[src/design/ahs_pkg.sv]
`timescale 1ns / 1ps
// ----------------------------------------------------------------------------
// ahs_pkg: shared types and constants of the altitude hold setpoint block
// Register map, configuration struct, sequencer states, fixed widths and the
// saturation helper used by the top level.
// ----------------------------------------------------------------------------
package ahs_pkg;

   // configuration port
   localparam int unsigned CSR_ADDR_W = 5;
   localparam int unsigned CSR_DATA_W = 32;

   typedef enum logic [2:0] {
      CSR_SENS   = 3'd0,
      CSR_TO_EN  = 3'd1,
      CSR_ALPHA  = 3'd2,
      CSR_ADJUST = 3'd3,
      CSR_THRESH = 3'd4
   } csr_idx_type;

   typedef struct packed {
      logic [30:0] sens;
      logic        to_en;
      logic [15:0] alpha;
      logic [30:0] adjust;
      logic [16:0] thresh;
   } cfg_type;

   // register reset values
   localparam logic [30:0] SENS_RST   = 31'd13107200;
   localparam logic        TO_EN_RST  = 1'b1;
   localparam logic [15:0] ALPHA_RST  = 16'd64225;
   localparam logic [30:0] ADJUST_RST = 31'd98304;
   localparam logic [16:0] THRESH_RST = 17'd63570;

   // state reset values
   localparam logic [31:0] TARGET_RST = 32'hFFFF_0000;

   // stream widths
   localparam int unsigned REQ_DATA_W = 72;
   localparam int unsigned RSP_DATA_W = 40;

   // serial divider: 48-bit dividend, 31-bit divisor, one quotient bit per cycle
   localparam int unsigned DIV_N_W   = 48;
   localparam int unsigned DIV_D_W   = 31;
   localparam int unsigned DIV_STEPS = DIV_N_W;
   localparam int unsigned DIV_CNT_W = $clog2(DIV_STEPS);

   // serial multiplier: 31-bit multiplicand, 17-bit multiplier, one bit per cycle
   localparam int unsigned MUL_A_W   = 31;
   localparam int unsigned MUL_B_W   = 17;
   localparam int unsigned MUL_P_W   = MUL_A_W + MUL_B_W;
   localparam int unsigned MUL_STEPS = MUL_B_W;
   localparam int unsigned MUL_CNT_W = $clog2(MUL_STEPS);

   // Q1.16 one and rounding half
   localparam logic [16:0] Q_ONE  = 17'd65536;
   localparam logic [15:0] Q_HALF = 16'd32768;

   // sequencer states
   typedef enum logic [2:0] {
      ST_IDLE,
      ST_DIV_GO,
      ST_DIV_RUN,
      ST_MUL1_GO,
      ST_MUL1_RUN,
      ST_MUL2_GO,
      ST_MUL2_RUN,
      ST_FIN
   } state_type;

   // clamp a 36-bit signed value into the signed 32-bit range
   function automatic logic [31:0] sat36(input logic [35:0] v);
      logic [31:0] r;
      if (!v[35] && (v[34:31] != 4'b0000)) begin
         r = 32'h7FFF_FFFF;
      end else if (v[35] && (v[34:31] != 4'b1111)) begin
         r = 32'h8000_0000;
      end else begin
         r = v[31:0];
      end
      return r;
   endfunction

endpackage

[src/design/altitude_hold_setpoint.sv]
`timescale 1ns / 1ps
// ----------------------------------------------------------------------------
// altitude_hold_setpoint: altitude hold target with automatic take-off climb
// One item per control tick on req_*, one result item per tick on rsp_*.
// Settings are written over the csr_* register port; the user must write them
// only while the block is idle, which the block itself does not enforce.
//
// Path from input accept to result valid: straight to the output register
// when hold is off or on the activation tick without take-off, through two
// passes of the 17-step serial multiplier while a take-off climb runs, and
// through the 48-step serial divider when the pilot climb command is applied.
// One item is in work at a time; the next item is taken once the current
// result has been handed to the output register.
// Reset loads register defaults, target -1 m, clears the edge detector and
// take-off state, and empties the output register.
// A stalled receiver holds the result in the output register; a new item may
// still be accepted and worked on, and it waits at its end until the output
// register frees up.
// ----------------------------------------------------------------------------
module altitude_hold_setpoint (
   input  logic                              clock,
   input  logic                              reset,
   // input items
   input  logic                              req_tvalid,
   output logic                              req_tready,
   // [0] hold_request, [32:1] pilot_climb, [64:33] measured_alt,
   // [65] at_rest, [66] tumbled, [71:67] zero
   input  logic [ahs_pkg::REQ_DATA_W-1:0]    req_tdata,
   // result items
   output logic                              rsp_tvalid,
   input  logic                              rsp_tready,
   // [0] hold_active, [32:1] setpoint_alt, [33] is_update,
   // [34] takeoff_running, [39:35] zero
   output logic [ahs_pkg::RSP_DATA_W-1:0]    rsp_tdata,
   // configuration
   input  logic                              csr_psel,
   input  logic                              csr_penable,
   input  logic                              csr_pwrite,
   input  logic [ahs_pkg::CSR_ADDR_W-1:0]    csr_paddr,
   input  logic [ahs_pkg::CSR_DATA_W-1:0]    csr_pwdata,
   output logic [ahs_pkg::CSR_DATA_W-1:0]    csr_prdata,
   output logic                              csr_pready
);

   ahs_pkg::cfg_type   cfg;
   ahs_pkg::state_type state_ff, state_in;

   // input fields
   logic        in_req, in_rest, in_tumb;
   logic [31:0] in_climb, in_meas;
   logic        accept, just_w, start_w;

   // item state
   logic        req_ff, req_in;
   logic        upd_ff, upd_in;
   logic [31:0] climb_ff, climb_in;

   // model state
   logic        prev_ff, prev_in;
   logic [31:0] target_ff, target_in;
   logic        active_ff, active_in;
   logic [31:0] base_ff, base_in;
   logic [16:0] prog_ff, prog_in;

   // output register
   logic                           rsp_valid_ff, rsp_valid_in;
   logic [ahs_pkg::RSP_DATA_W-1:0] rsp_data_ff, rsp_data_in;

   // sequencer outputs
   logic div_start, mul_start, mul_sel_adj, out_load;

   // arithmetic units
   logic [ahs_pkg::DIV_N_W-1:0] div_n, quo;
   logic [ahs_pkg::DIV_D_W-1:0] sens_eff;
   logic                        div_done;
   logic [ahs_pkg::MUL_A_W-1:0] mul_a;
   logic [ahs_pkg::MUL_P_W-1:0] prod;
   logic                        mul_done;

   // result arithmetic
   logic [31:0] climb_abs;
   logic [33:0] qmag;
   logic [35:0] delta, div_sum;
   logic [16:0] one_minus;
   logic [34:0] psum;
   logic [16:0] new_prog;
   logic [48:0] lsum;
   logic [32:0] lift;
   logic [35:0] lift_sum;

   ahs_csr u_csr (
      .clock       (clock),
      .reset       (reset),
      .csr_psel    (csr_psel),
      .csr_penable (csr_penable),
      .csr_pwrite  (csr_pwrite),
      .csr_paddr   (csr_paddr),
      .csr_pwdata  (csr_pwdata),
      .csr_prdata  (csr_prdata),
      .csr_pready  (csr_pready),
      .cfg         (cfg)
   );

   // unpack the input item
   assign in_req   = req_tdata[0];
   assign in_climb = req_tdata[32:1];
   assign in_meas  = req_tdata[64:33];
   assign in_rest  = req_tdata[65];
   assign in_tumb  = req_tdata[66];
   assign accept   = req_tvalid & req_tready;

   // rising edge of the request and take-off start condition
   assign just_w  = in_req & ~prev_ff;
   assign start_w = just_w & ~active_ff & cfg.to_en & in_rest & ~in_tumb;

   // divider operands: magnitude of climb in Q16.16 scaled by one
   assign climb_abs = climb_ff[31] ? (~climb_ff + 32'd1) : climb_ff;
   assign div_n     = {climb_abs, 16'd0};
   assign sens_eff  = (cfg.sens == '0) ? 31'd1 : cfg.sens;

   ahs_div u_div (
      .clock    (clock),
      .reset    (reset),
      .start    (div_start),
      .dividend (div_n),
      .divisor  (sens_eff),
      .done     (div_done),
      .quotient (quo)
   );

   // multiplier shared by the progress step and the lift step
   assign mul_a = mul_sel_adj ? cfg.adjust : {15'd0, cfg.alpha};

   ahs_mul u_mul (
      .clock   (clock),
      .reset   (reset),
      .start   (mul_start),
      .mcand   (mul_a),
      .mplier  (prog_ff),
      .done    (mul_done),
      .product (prod)
   );

   // pilot change: clamp quotient so the sum stays in 36 bits, then saturate
   assign qmag    = (quo[47:33] != '0) ? 34'h2_0000_0000 : {1'b0, quo[32:0]};
   assign delta   = climb_ff[31] ? (36'd0 - {2'b00, qmag}) : {2'b00, qmag};
   assign div_sum = {{4{target_ff[31]}}, target_ff} + delta;

   // progress step with round half up
   assign one_minus = ahs_pkg::Q_ONE - {1'b0, cfg.alpha};
   assign psum      = {1'b0, prod[33:0]} + {2'b00, one_minus, 16'd0}
                    + {19'd0, ahs_pkg::Q_HALF};
   assign new_prog  = psum[32:16];

   // lift with round half up, added to the base altitude
   assign lsum     = {1'b0, prod} + {33'd0, ahs_pkg::Q_HALF};
   assign lift     = lsum[48:16];
   assign lift_sum = {{4{base_ff[31]}}, base_ff} + {3'd0, lift};

   // sequencer: next state
   always_comb begin
      state_in = state_ff;
      unique case (state_ff)
         ahs_pkg::ST_IDLE: begin
            if (accept) begin
               priority if (!in_req) begin
                  state_in = ahs_pkg::ST_FIN;
               end else if (just_w) begin
                  state_in = (active_ff | start_w) ? ahs_pkg::ST_MUL1_GO : ahs_pkg::ST_FIN;
               end else begin
                  state_in = active_ff ? ahs_pkg::ST_MUL1_GO : ahs_pkg::ST_DIV_GO;
               end
            end
         end
         ahs_pkg::ST_DIV_GO:   state_in = ahs_pkg::ST_DIV_RUN;
         ahs_pkg::ST_DIV_RUN:  if (div_done) state_in = ahs_pkg::ST_FIN;
         ahs_pkg::ST_MUL1_GO:  state_in = ahs_pkg::ST_MUL1_RUN;
         ahs_pkg::ST_MUL1_RUN: if (mul_done) state_in = ahs_pkg::ST_MUL2_GO;
         ahs_pkg::ST_MUL2_GO:  state_in = ahs_pkg::ST_MUL2_RUN;
         ahs_pkg::ST_MUL2_RUN: if (mul_done) state_in = ahs_pkg::ST_FIN;
         ahs_pkg::ST_FIN:      if (out_load) state_in = ahs_pkg::ST_IDLE;
         default:              state_in = ahs_pkg::ST_IDLE;
      endcase
   end

   // sequencer: outputs
   always_comb begin
      req_tready  = 1'b0;
      div_start   = 1'b0;
      mul_start   = 1'b0;
      mul_sel_adj = 1'b0;
      out_load    = 1'b0;
      unique case (state_ff)
         ahs_pkg::ST_IDLE:    req_tready = 1'b1;
         ahs_pkg::ST_DIV_GO:  div_start  = 1'b1;
         ahs_pkg::ST_MUL1_GO: mul_start  = 1'b1;
         ahs_pkg::ST_MUL2_GO: begin
            mul_start   = 1'b1;
            mul_sel_adj = 1'b1;
         end
         ahs_pkg::ST_FIN:     out_load = ~rsp_valid_ff | rsp_tready;
         default: begin
            req_tready = 1'b0;
         end
      endcase
   end

   always_ff @(posedge clock) begin
      if (reset) begin
         state_ff <= ahs_pkg::ST_IDLE;
      end else begin
         state_ff <= state_in;
      end
   end

   // hold and take-off state updates
   always_comb begin
      req_in    = req_ff;
      upd_in    = upd_ff;
      climb_in  = climb_ff;
      prev_in   = prev_ff;
      target_in = target_ff;
      active_in = active_ff;
      base_in   = base_ff;
      prog_in   = prog_ff;
      if (accept) begin
         req_in   = in_req;
         upd_in   = in_req & ~just_w;
         climb_in = in_climb;
         prev_in  = in_req;
         if (just_w) begin
            target_in = in_meas;
         end
         if (start_w) begin
            active_in = 1'b1;
            base_in   = in_meas;
            prog_in   = '0;
         end
      end
      if ((state_ff == ahs_pkg::ST_DIV_RUN) && div_done) begin
         target_in = ahs_pkg::sat36(div_sum);
      end
      if ((state_ff == ahs_pkg::ST_MUL1_RUN) && mul_done) begin
         prog_in = new_prog;
      end
      if ((state_ff == ahs_pkg::ST_MUL2_RUN) && mul_done) begin
         target_in = ahs_pkg::sat36(lift_sum);
         if (prog_ff >= cfg.thresh) begin
            active_in = 1'b0;
            base_in   = '0;
            prog_in   = '0;
         end
      end
   end

   always_ff @(posedge clock) begin
      if (reset) begin
         prev_ff   <= 1'b0;
         target_ff <= ahs_pkg::TARGET_RST;
         active_ff <= 1'b0;
         base_ff   <= '0;
         prog_ff   <= '0;
      end else begin
         prev_ff   <= prev_in;
         target_ff <= target_in;
         active_ff <= active_in;
         base_ff   <= base_in;
         prog_ff   <= prog_in;
      end
   end

   always_ff @(posedge clock) begin
      req_ff   <= req_in;
      upd_ff   <= upd_in;
      climb_ff <= climb_in;
   end

   // output register
   always_comb begin
      rsp_valid_in = rsp_valid_ff;
      rsp_data_in  = rsp_data_ff;
      if (out_load) begin
         rsp_valid_in = 1'b1;
         rsp_data_in  = {5'd0, active_ff, upd_ff, target_ff, req_ff};
      end else if (rsp_tready) begin
         rsp_valid_in = 1'b0;
      end
   end

   always_ff @(posedge clock) begin
      if (reset) begin
         rsp_valid_ff <= 1'b0;
      end else begin
         rsp_valid_ff <= rsp_valid_in;
      end
   end

   always_ff @(posedge clock) begin
      rsp_data_ff <= rsp_data_in;
   end

   assign rsp_tvalid = rsp_valid_ff;
   assign rsp_tdata  = rsp_data_ff;

endmodule

[src/design/ahs_csr.sv]
`timescale 1ns / 1ps
// ----------------------------------------------------------------------------
// ahs_csr: configuration registers
// APB-style register file holding sensitivity and take-off settings.
// ----------------------------------------------------------------------------
module ahs_csr (
   input  logic                              clock,
   input  logic                              reset,
   input  logic                              csr_psel,
   input  logic                              csr_penable,
   input  logic                              csr_pwrite,
   input  logic [ahs_pkg::CSR_ADDR_W-1:0]    csr_paddr,
   input  logic [ahs_pkg::CSR_DATA_W-1:0]    csr_pwdata,
   output logic [ahs_pkg::CSR_DATA_W-1:0]    csr_prdata,
   output logic                              csr_pready,
   output ahs_pkg::cfg_type                  cfg
);

   ahs_pkg::cfg_type     cfg_ff;
   ahs_pkg::cfg_type     cfg_in;
   ahs_pkg::csr_idx_type idx;
   logic                 wr_en;

   assign idx   = ahs_pkg::csr_idx_type'(csr_paddr[ahs_pkg::CSR_ADDR_W-1:2]);
   assign wr_en = csr_psel & csr_penable & csr_pwrite & csr_pready;

   // register write
   always_comb begin
      cfg_in = cfg_ff;
      if (wr_en) begin
         unique case (idx)
            ahs_pkg::CSR_SENS:   cfg_in.sens   = csr_pwdata[30:0];
            ahs_pkg::CSR_TO_EN:  cfg_in.to_en  = csr_pwdata[0];
            ahs_pkg::CSR_ALPHA:  cfg_in.alpha  = csr_pwdata[15:0];
            ahs_pkg::CSR_ADJUST: cfg_in.adjust = csr_pwdata[30:0];
            ahs_pkg::CSR_THRESH: cfg_in.thresh = csr_pwdata[16:0];
            default:             cfg_in        = cfg_ff;
         endcase
      end
   end

   always_ff @(posedge clock) begin
      if (reset) begin
         cfg_ff.sens   <= ahs_pkg::SENS_RST;
         cfg_ff.to_en  <= ahs_pkg::TO_EN_RST;
         cfg_ff.alpha  <= ahs_pkg::ALPHA_RST;
         cfg_ff.adjust <= ahs_pkg::ADJUST_RST;
         cfg_ff.thresh <= ahs_pkg::THRESH_RST;
      end else begin
         cfg_ff <= cfg_in;
      end
   end

   // register read
   always_comb begin
      unique case (idx)
         ahs_pkg::CSR_SENS:   csr_prdata = {1'b0, cfg_ff.sens};
         ahs_pkg::CSR_TO_EN:  csr_prdata = {31'd0, cfg_ff.to_en};
         ahs_pkg::CSR_ALPHA:  csr_prdata = {16'd0, cfg_ff.alpha};
         ahs_pkg::CSR_ADJUST: csr_prdata = {1'b0, cfg_ff.adjust};
         ahs_pkg::CSR_THRESH: csr_prdata = {15'd0, cfg_ff.thresh};
         default:             csr_prdata = '0;
      endcase
   end

   assign csr_pready = 1'b1;
   assign cfg        = cfg_ff;

endmodule

[src/design/ahs_div.sv]
`timescale 1ns / 1ps
// ----------------------------------------------------------------------------
// ahs_div: bit-serial restoring divider
// Unsigned 48 by 31 bit division, one quotient bit shifted in per cycle.
// ----------------------------------------------------------------------------
module ahs_div (
   input  logic                             clock,
   input  logic                             reset,
   input  logic                             start,
   input  logic [ahs_pkg::DIV_N_W-1:0]      dividend,
   input  logic [ahs_pkg::DIV_D_W-1:0]      divisor,
   output logic                             done,
   output logic [ahs_pkg::DIV_N_W-1:0]      quotient
);

   logic [ahs_pkg::DIV_D_W-1:0]   rem_ff, rem_in;
   logic [ahs_pkg::DIV_N_W-1:0]   quo_ff, quo_in;
   logic [ahs_pkg::DIV_D_W-1:0]   den_ff, den_in;
   logic [ahs_pkg::DIV_CNT_W-1:0] cnt_ff, cnt_in;
   logic                          busy_ff, busy_in;
   logic                          done_ff, done_in;
   logic [ahs_pkg::DIV_D_W:0]     shifted;
   logic [ahs_pkg::DIV_D_W+1:0]   diff;
   logic                          fits;

   // one trial subtraction per cycle
   assign shifted = {rem_ff, quo_ff[ahs_pkg::DIV_N_W-1]};
   assign diff    = {1'b0, shifted} - {2'b00, den_ff};
   assign fits    = ~diff[ahs_pkg::DIV_D_W+1];

   always_comb begin
      rem_in  = rem_ff;
      quo_in  = quo_ff;
      den_in  = den_ff;
      cnt_in  = cnt_ff;
      busy_in = busy_ff;
      done_in = 1'b0;
      if (start) begin
         rem_in  = '0;
         quo_in  = dividend;
         den_in  = divisor;
         cnt_in  = ahs_pkg::DIV_CNT_W'(ahs_pkg::DIV_STEPS - 1);
         busy_in = 1'b1;
      end else if (busy_ff) begin
         rem_in = fits ? diff[ahs_pkg::DIV_D_W-1:0] : shifted[ahs_pkg::DIV_D_W-1:0];
         quo_in = {quo_ff[ahs_pkg::DIV_N_W-2:0], fits};
         cnt_in = cnt_ff - 1'b1;
         if (cnt_ff == '0) begin
            busy_in = 1'b0;
            done_in = 1'b1;
         end
      end
   end

   // control state
   always_ff @(posedge clock) begin
      if (reset) begin
         cnt_ff  <= '0;
         busy_ff <= 1'b0;
         done_ff <= 1'b0;
      end else begin
         cnt_ff  <= cnt_in;
         busy_ff <= busy_in;
         done_ff <= done_in;
      end
   end

   // shift registers
   always_ff @(posedge clock) begin
      rem_ff <= rem_in;
      quo_ff <= quo_in;
      den_ff <= den_in;
   end

   assign done     = done_ff;
   assign quotient = quo_ff;

endmodule

[src/design/ahs_mul.sv]
`timescale 1ns / 1ps
// ----------------------------------------------------------------------------
// ahs_mul: bit-serial shift-add multiplier
// Unsigned 31 by 17 bit product, one multiplier bit consumed per cycle.
// ----------------------------------------------------------------------------
module ahs_mul (
   input  logic                             clock,
   input  logic                             reset,
   input  logic                             start,
   input  logic [ahs_pkg::MUL_A_W-1:0]      mcand,
   input  logic [ahs_pkg::MUL_B_W-1:0]      mplier,
   output logic                             done,
   output logic [ahs_pkg::MUL_P_W-1:0]      product
);

   logic [ahs_pkg::MUL_A_W-1:0]   hi_ff, hi_in;
   logic [ahs_pkg::MUL_B_W-1:0]   lo_ff, lo_in;
   logic [ahs_pkg::MUL_A_W-1:0]   mc_ff, mc_in;
   logic [ahs_pkg::MUL_CNT_W-1:0] cnt_ff, cnt_in;
   logic                          busy_ff, busy_in;
   logic                          done_ff, done_in;
   logic [ahs_pkg::MUL_A_W:0]     sum;

   // add multiplicand when the low multiplier bit is set, then shift right
   assign sum = {1'b0, hi_ff} + (lo_ff[0] ? {1'b0, mc_ff} : '0);

   always_comb begin
      hi_in   = hi_ff;
      lo_in   = lo_ff;
      mc_in   = mc_ff;
      cnt_in  = cnt_ff;
      busy_in = busy_ff;
      done_in = 1'b0;
      if (start) begin
         hi_in   = '0;
         lo_in   = mplier;
         mc_in   = mcand;
         cnt_in  = ahs_pkg::MUL_CNT_W'(ahs_pkg::MUL_STEPS - 1);
         busy_in = 1'b1;
      end else if (busy_ff) begin
         hi_in  = sum[ahs_pkg::MUL_A_W:1];
         lo_in  = {sum[0], lo_ff[ahs_pkg::MUL_B_W-1:1]};
         cnt_in = cnt_ff - 1'b1;
         if (cnt_ff == '0) begin
            busy_in = 1'b0;
            done_in = 1'b1;
         end
      end
   end

   // control state
   always_ff @(posedge clock) begin
      if (reset) begin
         cnt_ff  <= '0;
         busy_ff <= 1'b0;
         done_ff <= 1'b0;
      end else begin
         cnt_ff  <= cnt_in;
         busy_ff <= busy_in;
         done_ff <= done_in;
      end
   end

   // shift registers
   always_ff @(posedge clock) begin
      hi_ff <= hi_in;
      lo_ff <= lo_in;
      mc_ff <= mc_in;
   end

   assign done    = done_ff;
   assign product = {hi_ff, lo_ff};

endmodule

[config.mk]
export PLATFORM = sky130hd
export DESIGN_NAME = altitude_hold_setpoint
export DESIGN_NICKNAME = d
export VERILOG_FILES = /design/src/design/ahs_pkg.sv /design/src/design/altitude_hold_setpoint.sv /design/src/design/ahs_csr.sv /design/src/design/ahs_div.sv /design/src/design/ahs_mul.sv
export SDC_FILE = /design/constraint.sdc
export NUM_CORES = 1
export LEC_CHECK = 0
export BUFFER_PORTS_ARGS = -buffer_cell sky130_fd_sc_hd__buf_2
export CAP_MARGIN = 10
export CORE_MARGIN = 5
export CORE_UTILIZATION = 55
export DETAILED_ROUTE_END_ITERATION = 12
export PLACE_DENSITY = 0.69
export REMOVE_ABC_BUFFERS = 1
export SETUP_SLACK_MARGIN = 0.3
export SLEW_MARGIN = 40
export SYNTH_ARGS = -nofsm -noshare
export SYNTH_HDL_FRONTEND = slang
export SYNTH_HIERARCHICAL = 1
export SYNTH_SLANG_ARGS = --single-unit
[constraint.sdc]
create_clock -name clock -period 11.99 [get_ports clock]
set_input_delay 1.199 -clock clock [delete_from_list [all_inputs] [get_ports clock]]
set_output_delay 1.199 -clock clock [all_outputs]
set_load 0.02 [all_outputs]
==> results.py, run 1 <==
metrics = {
    "run_status": {
        "status": "finished clean",
    },
    "setup_path": {
        "cp-end-kind": "register",
        "crit_type": "register to register",
        "cpPeakStageDelay_ps": 750,
        "r2r_start": "u_div/quotient[34]",
        "cp-start-kind": "register",
        "crit_fanout": 31,
        "cp_top_family": "compound AO/OA/AOI/OAI gates",
        "worst_r2r_endpoint": "target_ff[1]",
        "crit_buf_inv": 1,
        "rr_worst_depth": 19,
        "worstPathArrival_ps": 6980,
        "slowest_stage": "and4_1",
        "rrSetupSlack_ps": 5450,
        "critPathRequiredTime_ps": 12440,
        "path_cells": "nor4_1, and4_1, nand2_1, ha_1, nor2b_1, nor2_2, a311oi_1, ha_1, nand2_1, o211ai_1, a21o_1, a21o_1, o2111ai_2, a211oi_1, a211oi_1, a32oi_2, buf_4, o31ai_1, o2111ai_1",
        "path_depth": 19,
    },
    "synth": {
        "synth_cell_types": 109,
        "yosysMostFrequentCell": "a21oi_1",
        "synth_edf_count": 196,
        "yosys-top-cells-count": "304 x a21oi_1, 271 x nand2_1, 260 x dfxtp_1",
        "synthArstFlopShare_pct": 0,
        "synth_top_cells_by_area": "edfxtp_1 20%, dfxtp_1 18%, ha_1 7.3%",
        "synth_cells": 3313,
        "syn_area_um2": 29600,
        "synth_area_per_cell_um2": 8.93,
        "synth_flop_cell": "dfxtp_1",
        "ys_seq_elements": 456,
        "synth.top_cell.area_share_pct": 19.9,
        "synth-seq-area-share_pct": 37.5,
        "yosysTopAreaCell": "edfxtp_1",
        "synth.yosys.warnings": 6,
    },
    "die": {
        "die_area_um2": 58500,
        "start_util_pct": 55.2,
        "core_area_um2": 53600,
        "io_pins": 191,
        "rows": 85,
        "die_w_um": 242,
        "die_h_um": 242,
    },
    "global_routing": {
        "met1_usage_pct": 37.4,
        "antenna_found_initial": 1,
        "busiest_layer": "met2",
        "met2_usage_pct": 49.6,
        "use_met3_pct": 3.51,
        "grt_max_degree": 85,
        "grt_pass1_vias": 24700,
        "grt_pass1_wl_um": 137000,
        "grt_use_total_pct": 28.7,
        "grt.overflow.total": 0,
    },
    "sta": {
        "hold_ws_ps": 402,
        "period_needed_ps": 6540,
        "setup-violations-final": 0,
        "period_share_pct": 54.5,
        "rsz0062_at_grt": "false",
        "drv_slew": 0,
        "clock_skew_ps": 29.2,
        "slew_headroom_pct": 43.9,
        "hold_violations": 0,
        "max_freq_ghz": 0.153,
        "setup_tns_ps": 0,
        "worst_pin_slew_ps": 841,
    },
    "detailed_routing": {
        "wl_um": 88000,
        "routedWlPerCell_um": 21.3,
        "antenna_left": 0,
        "viasPerCell": 6.16,
        "firstDrtPassIters": 6,
        "drt_iter0_drc": 2182,
        "num_vias": 25400,
        "drc": 0,
    },
    "place": {
        "place_inst": 4026,
        "gp_congestion": 0.955,
        "dp_hpwl_um": 65800,
        "port_buffers": 175,
    },
    "pwr": {
        "internal_power_uw": 4070,
        "p_per_area_nw_per_um2": 203,
        "fin_total_pwr_uw": 6610,
        "p_clk_share_pct": 24.7,
        "switchingPower_uw": 2530,
        "p_sw_share_pct": 38.3,
        "leakagePower_uw": 0.0129,
        "ir_drop_mv": 0.139,
        "p_comb_share_pct": 39.3,
        "seq_power_share_pct": 36.1,
    },
    "hold_path": {
        "hold_start": "req_ff",
        "hp-class": "register to register",
        "min_path_cells": 0,
        "hold_end": "rsp_tdata[0]",
    },
    "layout": {
        "layout.nets": 3677,
        "area_growth_syn_to_layout_pct": 9.89,
        "drive_gt1_share_pct": 12.8,
        "n_antenna_cell": 0,
        "fin_cells": 4123,
        "post-route-util_pct": 60.7,
    },
    "clocking": {
        "htreeDepth": 2,
        "cts_buffers": 51,
        "clkTransAtPathRegs_ps": 60,
        "cts_num_sinks": 456,
        "postCtsHoldBufs": 0,
        "cts_resized": 0,
        "post_cts_buffers": 0,
        "cts_tree": "done",
        "cts.path.max_buffers": 3,
        "cts_root_buffer": "clkbuf_16",
        "clk_latency_ps": 610,
    },
    "flow_run": {
        "drv_cap": 0,
    },
}
layout by cell type (no fill, tap or decap), types with 16 or more instances in the layout:
master,count
a21oi_1,304
nand2_1,270
dfxtp_1,259
nor2_1,254
edfxtp_1,196
o21ai_0,179
buf_2,174
ha_1,172
xnor2_1,147
inv_1,109
mux2_2,81
nor2b_1,78
xor2_1,72
and2_1,65
mux2i_1,65
nand3_1,60
a21o_1,58
nand2b_1,56
clkbuf_16,53
nor3_1,51
o21ai_1,45
o31ai_1,39
o211ai_1,36
and3_1,33
a31oi_1,32
nor4_1,29
a211oi_1,29
nand4_1,28
buf_4,28
or3_1,26
o21a_1,24
o21bai_1,24
o41ai_1,23
conb_1,23
nand3b_1,20
a211oi_2,18
a22oi_1,16
layout make-up:
class / count / area (um2)
Timing Repair Buffer: 205 / 1150
Clock buffer: 66 / 1410
Clock inverter: 30 / 329
Tap cell: 696 / 871
Fill cell: 4624 / 21100
Inverter: 109 / 409
Multi-Input combinational cell: 2561 / 17300
Sequential cell: 456 / 11100
worst max path at each step:
stage | from | endpoint
after CTS | u_div/quotient[34] | target_ff[1]
after floorplan | u_div/quotient[4] | target_ff[3]
after global routing | u_div/quotient[34] | target_ff[1]
final | u_div/quotient[34] | target_ff[1]
after global placement | u_div/quotient[34] | target_ff[1]
after detailed placement | u_div/quotient[34] | target_ff[1]
kinds of logic (layout without fill, tap and decap cells):
group           after synthesis  in the layout  synth area share (%)
simple gates               1039           1039                  17.6
other cells                   3             23                0.0380
buf+inv                     316            410                  4.60
flops                       456            456                  37.5
xor+xnor                    219            219                  6.48
compound gates              957            957                  20.9
mux                         146            146                  5.28
fa+ha+maj                   177            177                  7.61
power by group through the flow:
stage / logic (uW) / registers (uW) / clock network, uW
6_report: 2590 / 2380 / 1630
5_1_grt: 2860 / 2420 / 1720
4_1_cts: 2560 / 2390 / 1660
3_5_place_dp: 2540 / 2420 / 0
3_3_place_gp: 2470 / 2400 / 0
2_1_floorplan: 1950 / 2330 / 0
stage by stage:
step                      cell area, um2  setup slack, ps
final                              32500             5450
after global routing               32500             4910
after CTS                          32500             5330
after detailed placement           30800             5440
after global placement             30700             5640
after floorplan                    28700             6100
layer usage:
layer,share of wire [%],wire (um)
met1,42,37300
met2,48,42700
met3,5.5,4800
met4,3.7,3280
met5,0.015,13
state kept, by name (all words and copies together), names as in the netlist, 31 cells and up:
signal and cells:
base_ff 32, u_mul/hi_ff 31, u_div/den_ff 31, rsp_tdata 35
climb_ff 32, u_csr/cfg 96, u_div/quotient 48, target_ff 32
u_mul/mc_ff 31, u_div/rem_ff 31
(Power assumes the default switching activity.)
==> run 2, diff against run 1 <==
Settings changed: ABC_AREA set to 1.
Clock period 11.99 ns to 6.3 ns, I/O delays scaled along.
==> results.py, run 2 <==
metrics = {
    "run_status": {
        "status": "finished clean",
    },
    "global_routing": {
        "grt_pass1_vias": 28400,
        "grt_use_total_pct": 28.9,
        "antenna_found_initial": 2,
        "grt_max_degree": 97,
        "grt.overflow.total": 0,
        "grt_pass1_wl_um": 152000,
    },
    "die": {
        "die_h_um": 255,
        "core_area_um2": 59100,
        "die_area_um2": 64800,
        "die_w_um": 255,
        "start_util_pct": 55.6,
        "rows": 89,
        "io_pins": 191,
    },
    "pwr": {
        "p_per_area_nw_per_um2": 326,
        "ir_drop_mv": 0.326,
        "leakagePower_uw": 0.0186,
    },
    "setup_path": {
        "r2r_start": "u_div/quotient[34]",
        "crit_fanout": 31,
        "rrSetupSlack_ps": 1200,
        "critPathRequiredTime_ps": 6850,
        "cp-start-kind": "register",
        "crit_top_cell": "nand2_1",
        "slowest_stage": "nand2_2",
        "rr_worst_depth": 29,
        "endpoint": "target_ff[28]",
        "worstPathArrival_ps": 5650,
        "worst_r2r_endpoint": "target_ff[28]",
        "cp-end-kind": "register",
        "cp-startpoint": "u_div/quotient[34]",
        "cpPeakStageDelay_ps": 490,
        "crit_type": "register to register",
    },
    "clocking": {
        "cts.path.max_buffers": 3,
        "cts_num_sinks": 456,
        "clk_latency_ps": 630,
        "cts_root_buffer": "clkbuf_16",
        "cts_tree": "done",
        "htreeDepth": 2,
        "cts_buffers": 52,
        "postCtsHoldBufs": 0,
        "post_cts_buffers": 0,
        "cts_resized": 0,
        "clkTransAtPathRegs_ps": 60,
    },
    "synth": {
        "synthArstFlopShare_pct": 0,
        "synth-seq-area-share_pct": 33.7,
        "yosys-top-cells-count": "1,756 x nand2_1, 749 x inv_1, 589 x nor2_1",
        "syn_area_um2": 32900,
        "synth.yosys.warnings": 6,
        "yosysMostFrequentCell": "nand2_1",
        "synth_edf_count": 196,
        "synth_top_cells_by_area": "nand2_1 20%, edfxtp_1 18%, dfxtp_1 16%",
        "synth_cells": 5052,
        "synth_flop_cell": "dfxtp_1",
        "yosysTopAreaCell": "nand2_1",
        "synth_cell_types": 62,
        "synth_area_per_cell_um2": 6.51,
        "synth.top_cell.area_share_pct": 20.0,
        "ys_seq_elements": 456,
    },
    "sta": {
        "drv_slew": 0,
        "hold_ws_ps": 165,
        "rsz0062_at_grt": "false",
        "fin_ws_ps": 1200,
        "period_share_pct": 80.9,
        "setup-violations-final": 0,
        "max_freq_ghz": 0.196,
        "slew_headroom_pct": 43.8,
        "clock_skew_ps": 33.2,
        "hold_violations": 0,
        "worst_pin_slew_ps": 842,
        "period_needed_ps": 5100,
    },
    "place": {
        "place_ws_ps": 1360,
        "port_buffers": 175,
        "gp_congestion": 0.937,
        "place_inst": 5880,
        "dp_hpwl_um": 74000,
    },
    "layout": {
        "drive_gt1_share_pct": 7.78,
        "fillers": 5755,
        "multi_input_area_um2": 18300,
        "fin_cells": 5979,
        "layout.nets": 5455,
        "register_area_um2": 11100,
        "final_cell_mix": "1,754 x nand2_1, 747 x inv_1, 583 x nor2_1",
        "largest_register_ffs": 96,
        "n_antenna_cell": 0,
        "post-route-util_pct": 61.2,
        "area_growth_syn_to_layout_pct": 9.90,
        "mostFrequentLayoutCell": "nand2_1",
    },
    "detailed_routing": {
        "firstDrtPassIters": 8,
        "routedWlPerCell_um": 16.0,
        "drt_iter0_drc": 2609,
        "viasPerCell": 5.18,
        "num_vias": 31000,
        "wl_um": 95900,
        "antenna_left": 0,
        "drc": 0,
    },
    "flow_run": {
        "drv_cap": 0,
    },
    "hold_path": {
        "hp-class": "input port to register",
    },
}
-- run 2: worst min-delay path by stage --
stage / from / to / slack (ps) / cells after the start
after floorplan: req_ff / rsp_tdata[0] / 400 / 0
after global placement: upd_ff / rsp_tdata[33] / 400 / 0
after detailed placement: req_ff / rsp_tdata[0] / 410 / 0
after CTS: req_tdata[13] / climb_ff[12] / 130 / 1
after global routing: req_tdata[9] / climb_ff[8] / 150 / 1
final: req_tdata[13] / climb_ff[12] / 160 / 1
-- run 2: where the power goes --
group	internal [uW]	switching [uW]	leakage, uW
Combinational	1380	2880	0.0138
Clock	1880	1280	0.000856
Sequential	3850	500	0.00391
Total	7110	4660	0.0186
-- run 2: cell type report --
type | count | area share [%]
clock buffer | 70 | 3.95
clock inverter | 28 | 0.993
inverter | 764 | 7.94
multi-input combinational | 3682 | 50.5
sequential | 456 | 30.7
tap | 773 | 2.67
timing repair buffer | 206 | 3.23
-- run 2: worst max-delay path: cells and delay by family (launching register included) --
kind / cells / cell delay [ps]
flops: 1 / 360
simple gates: 25 / 3740
buf+inv: 2 / 290
fa+ha+maj: 1 / 340
xor+xnor: 1 / 260
-- run 2: cell families after synthesis --
family | share of synthesized area (%)
flip-flops | 33.7
buffers and inverters | 11.2
adder cells (fa/ha/maj) | 6.84
AND/OR/NAND/NOR | 36.4
other | 0.0342
XOR/XNOR | 4.55
multiplexers | 0.240
AO/OA/AOI/OAI | 7.03
-- run 2: through the flow --
stage                     power, uW  cell area, um2  TNS [ps]
after detailed placement       8590           34300         0
after global routing          12600           36200         0
after global placement         8520           34300         0
final                         11800           36200         0
after CTS                     11800           36100         0
after floorplan                7300           32200     -1630
-- run 2: layer usage --
layer | share of wire [%] | GRT usage [%]
met5 | 0 | 0
met3 | 6.7 | 3.71
met4 | 2.5 | 7.25
met1 | 47 | 42.6
met2 | 44 | 45.5
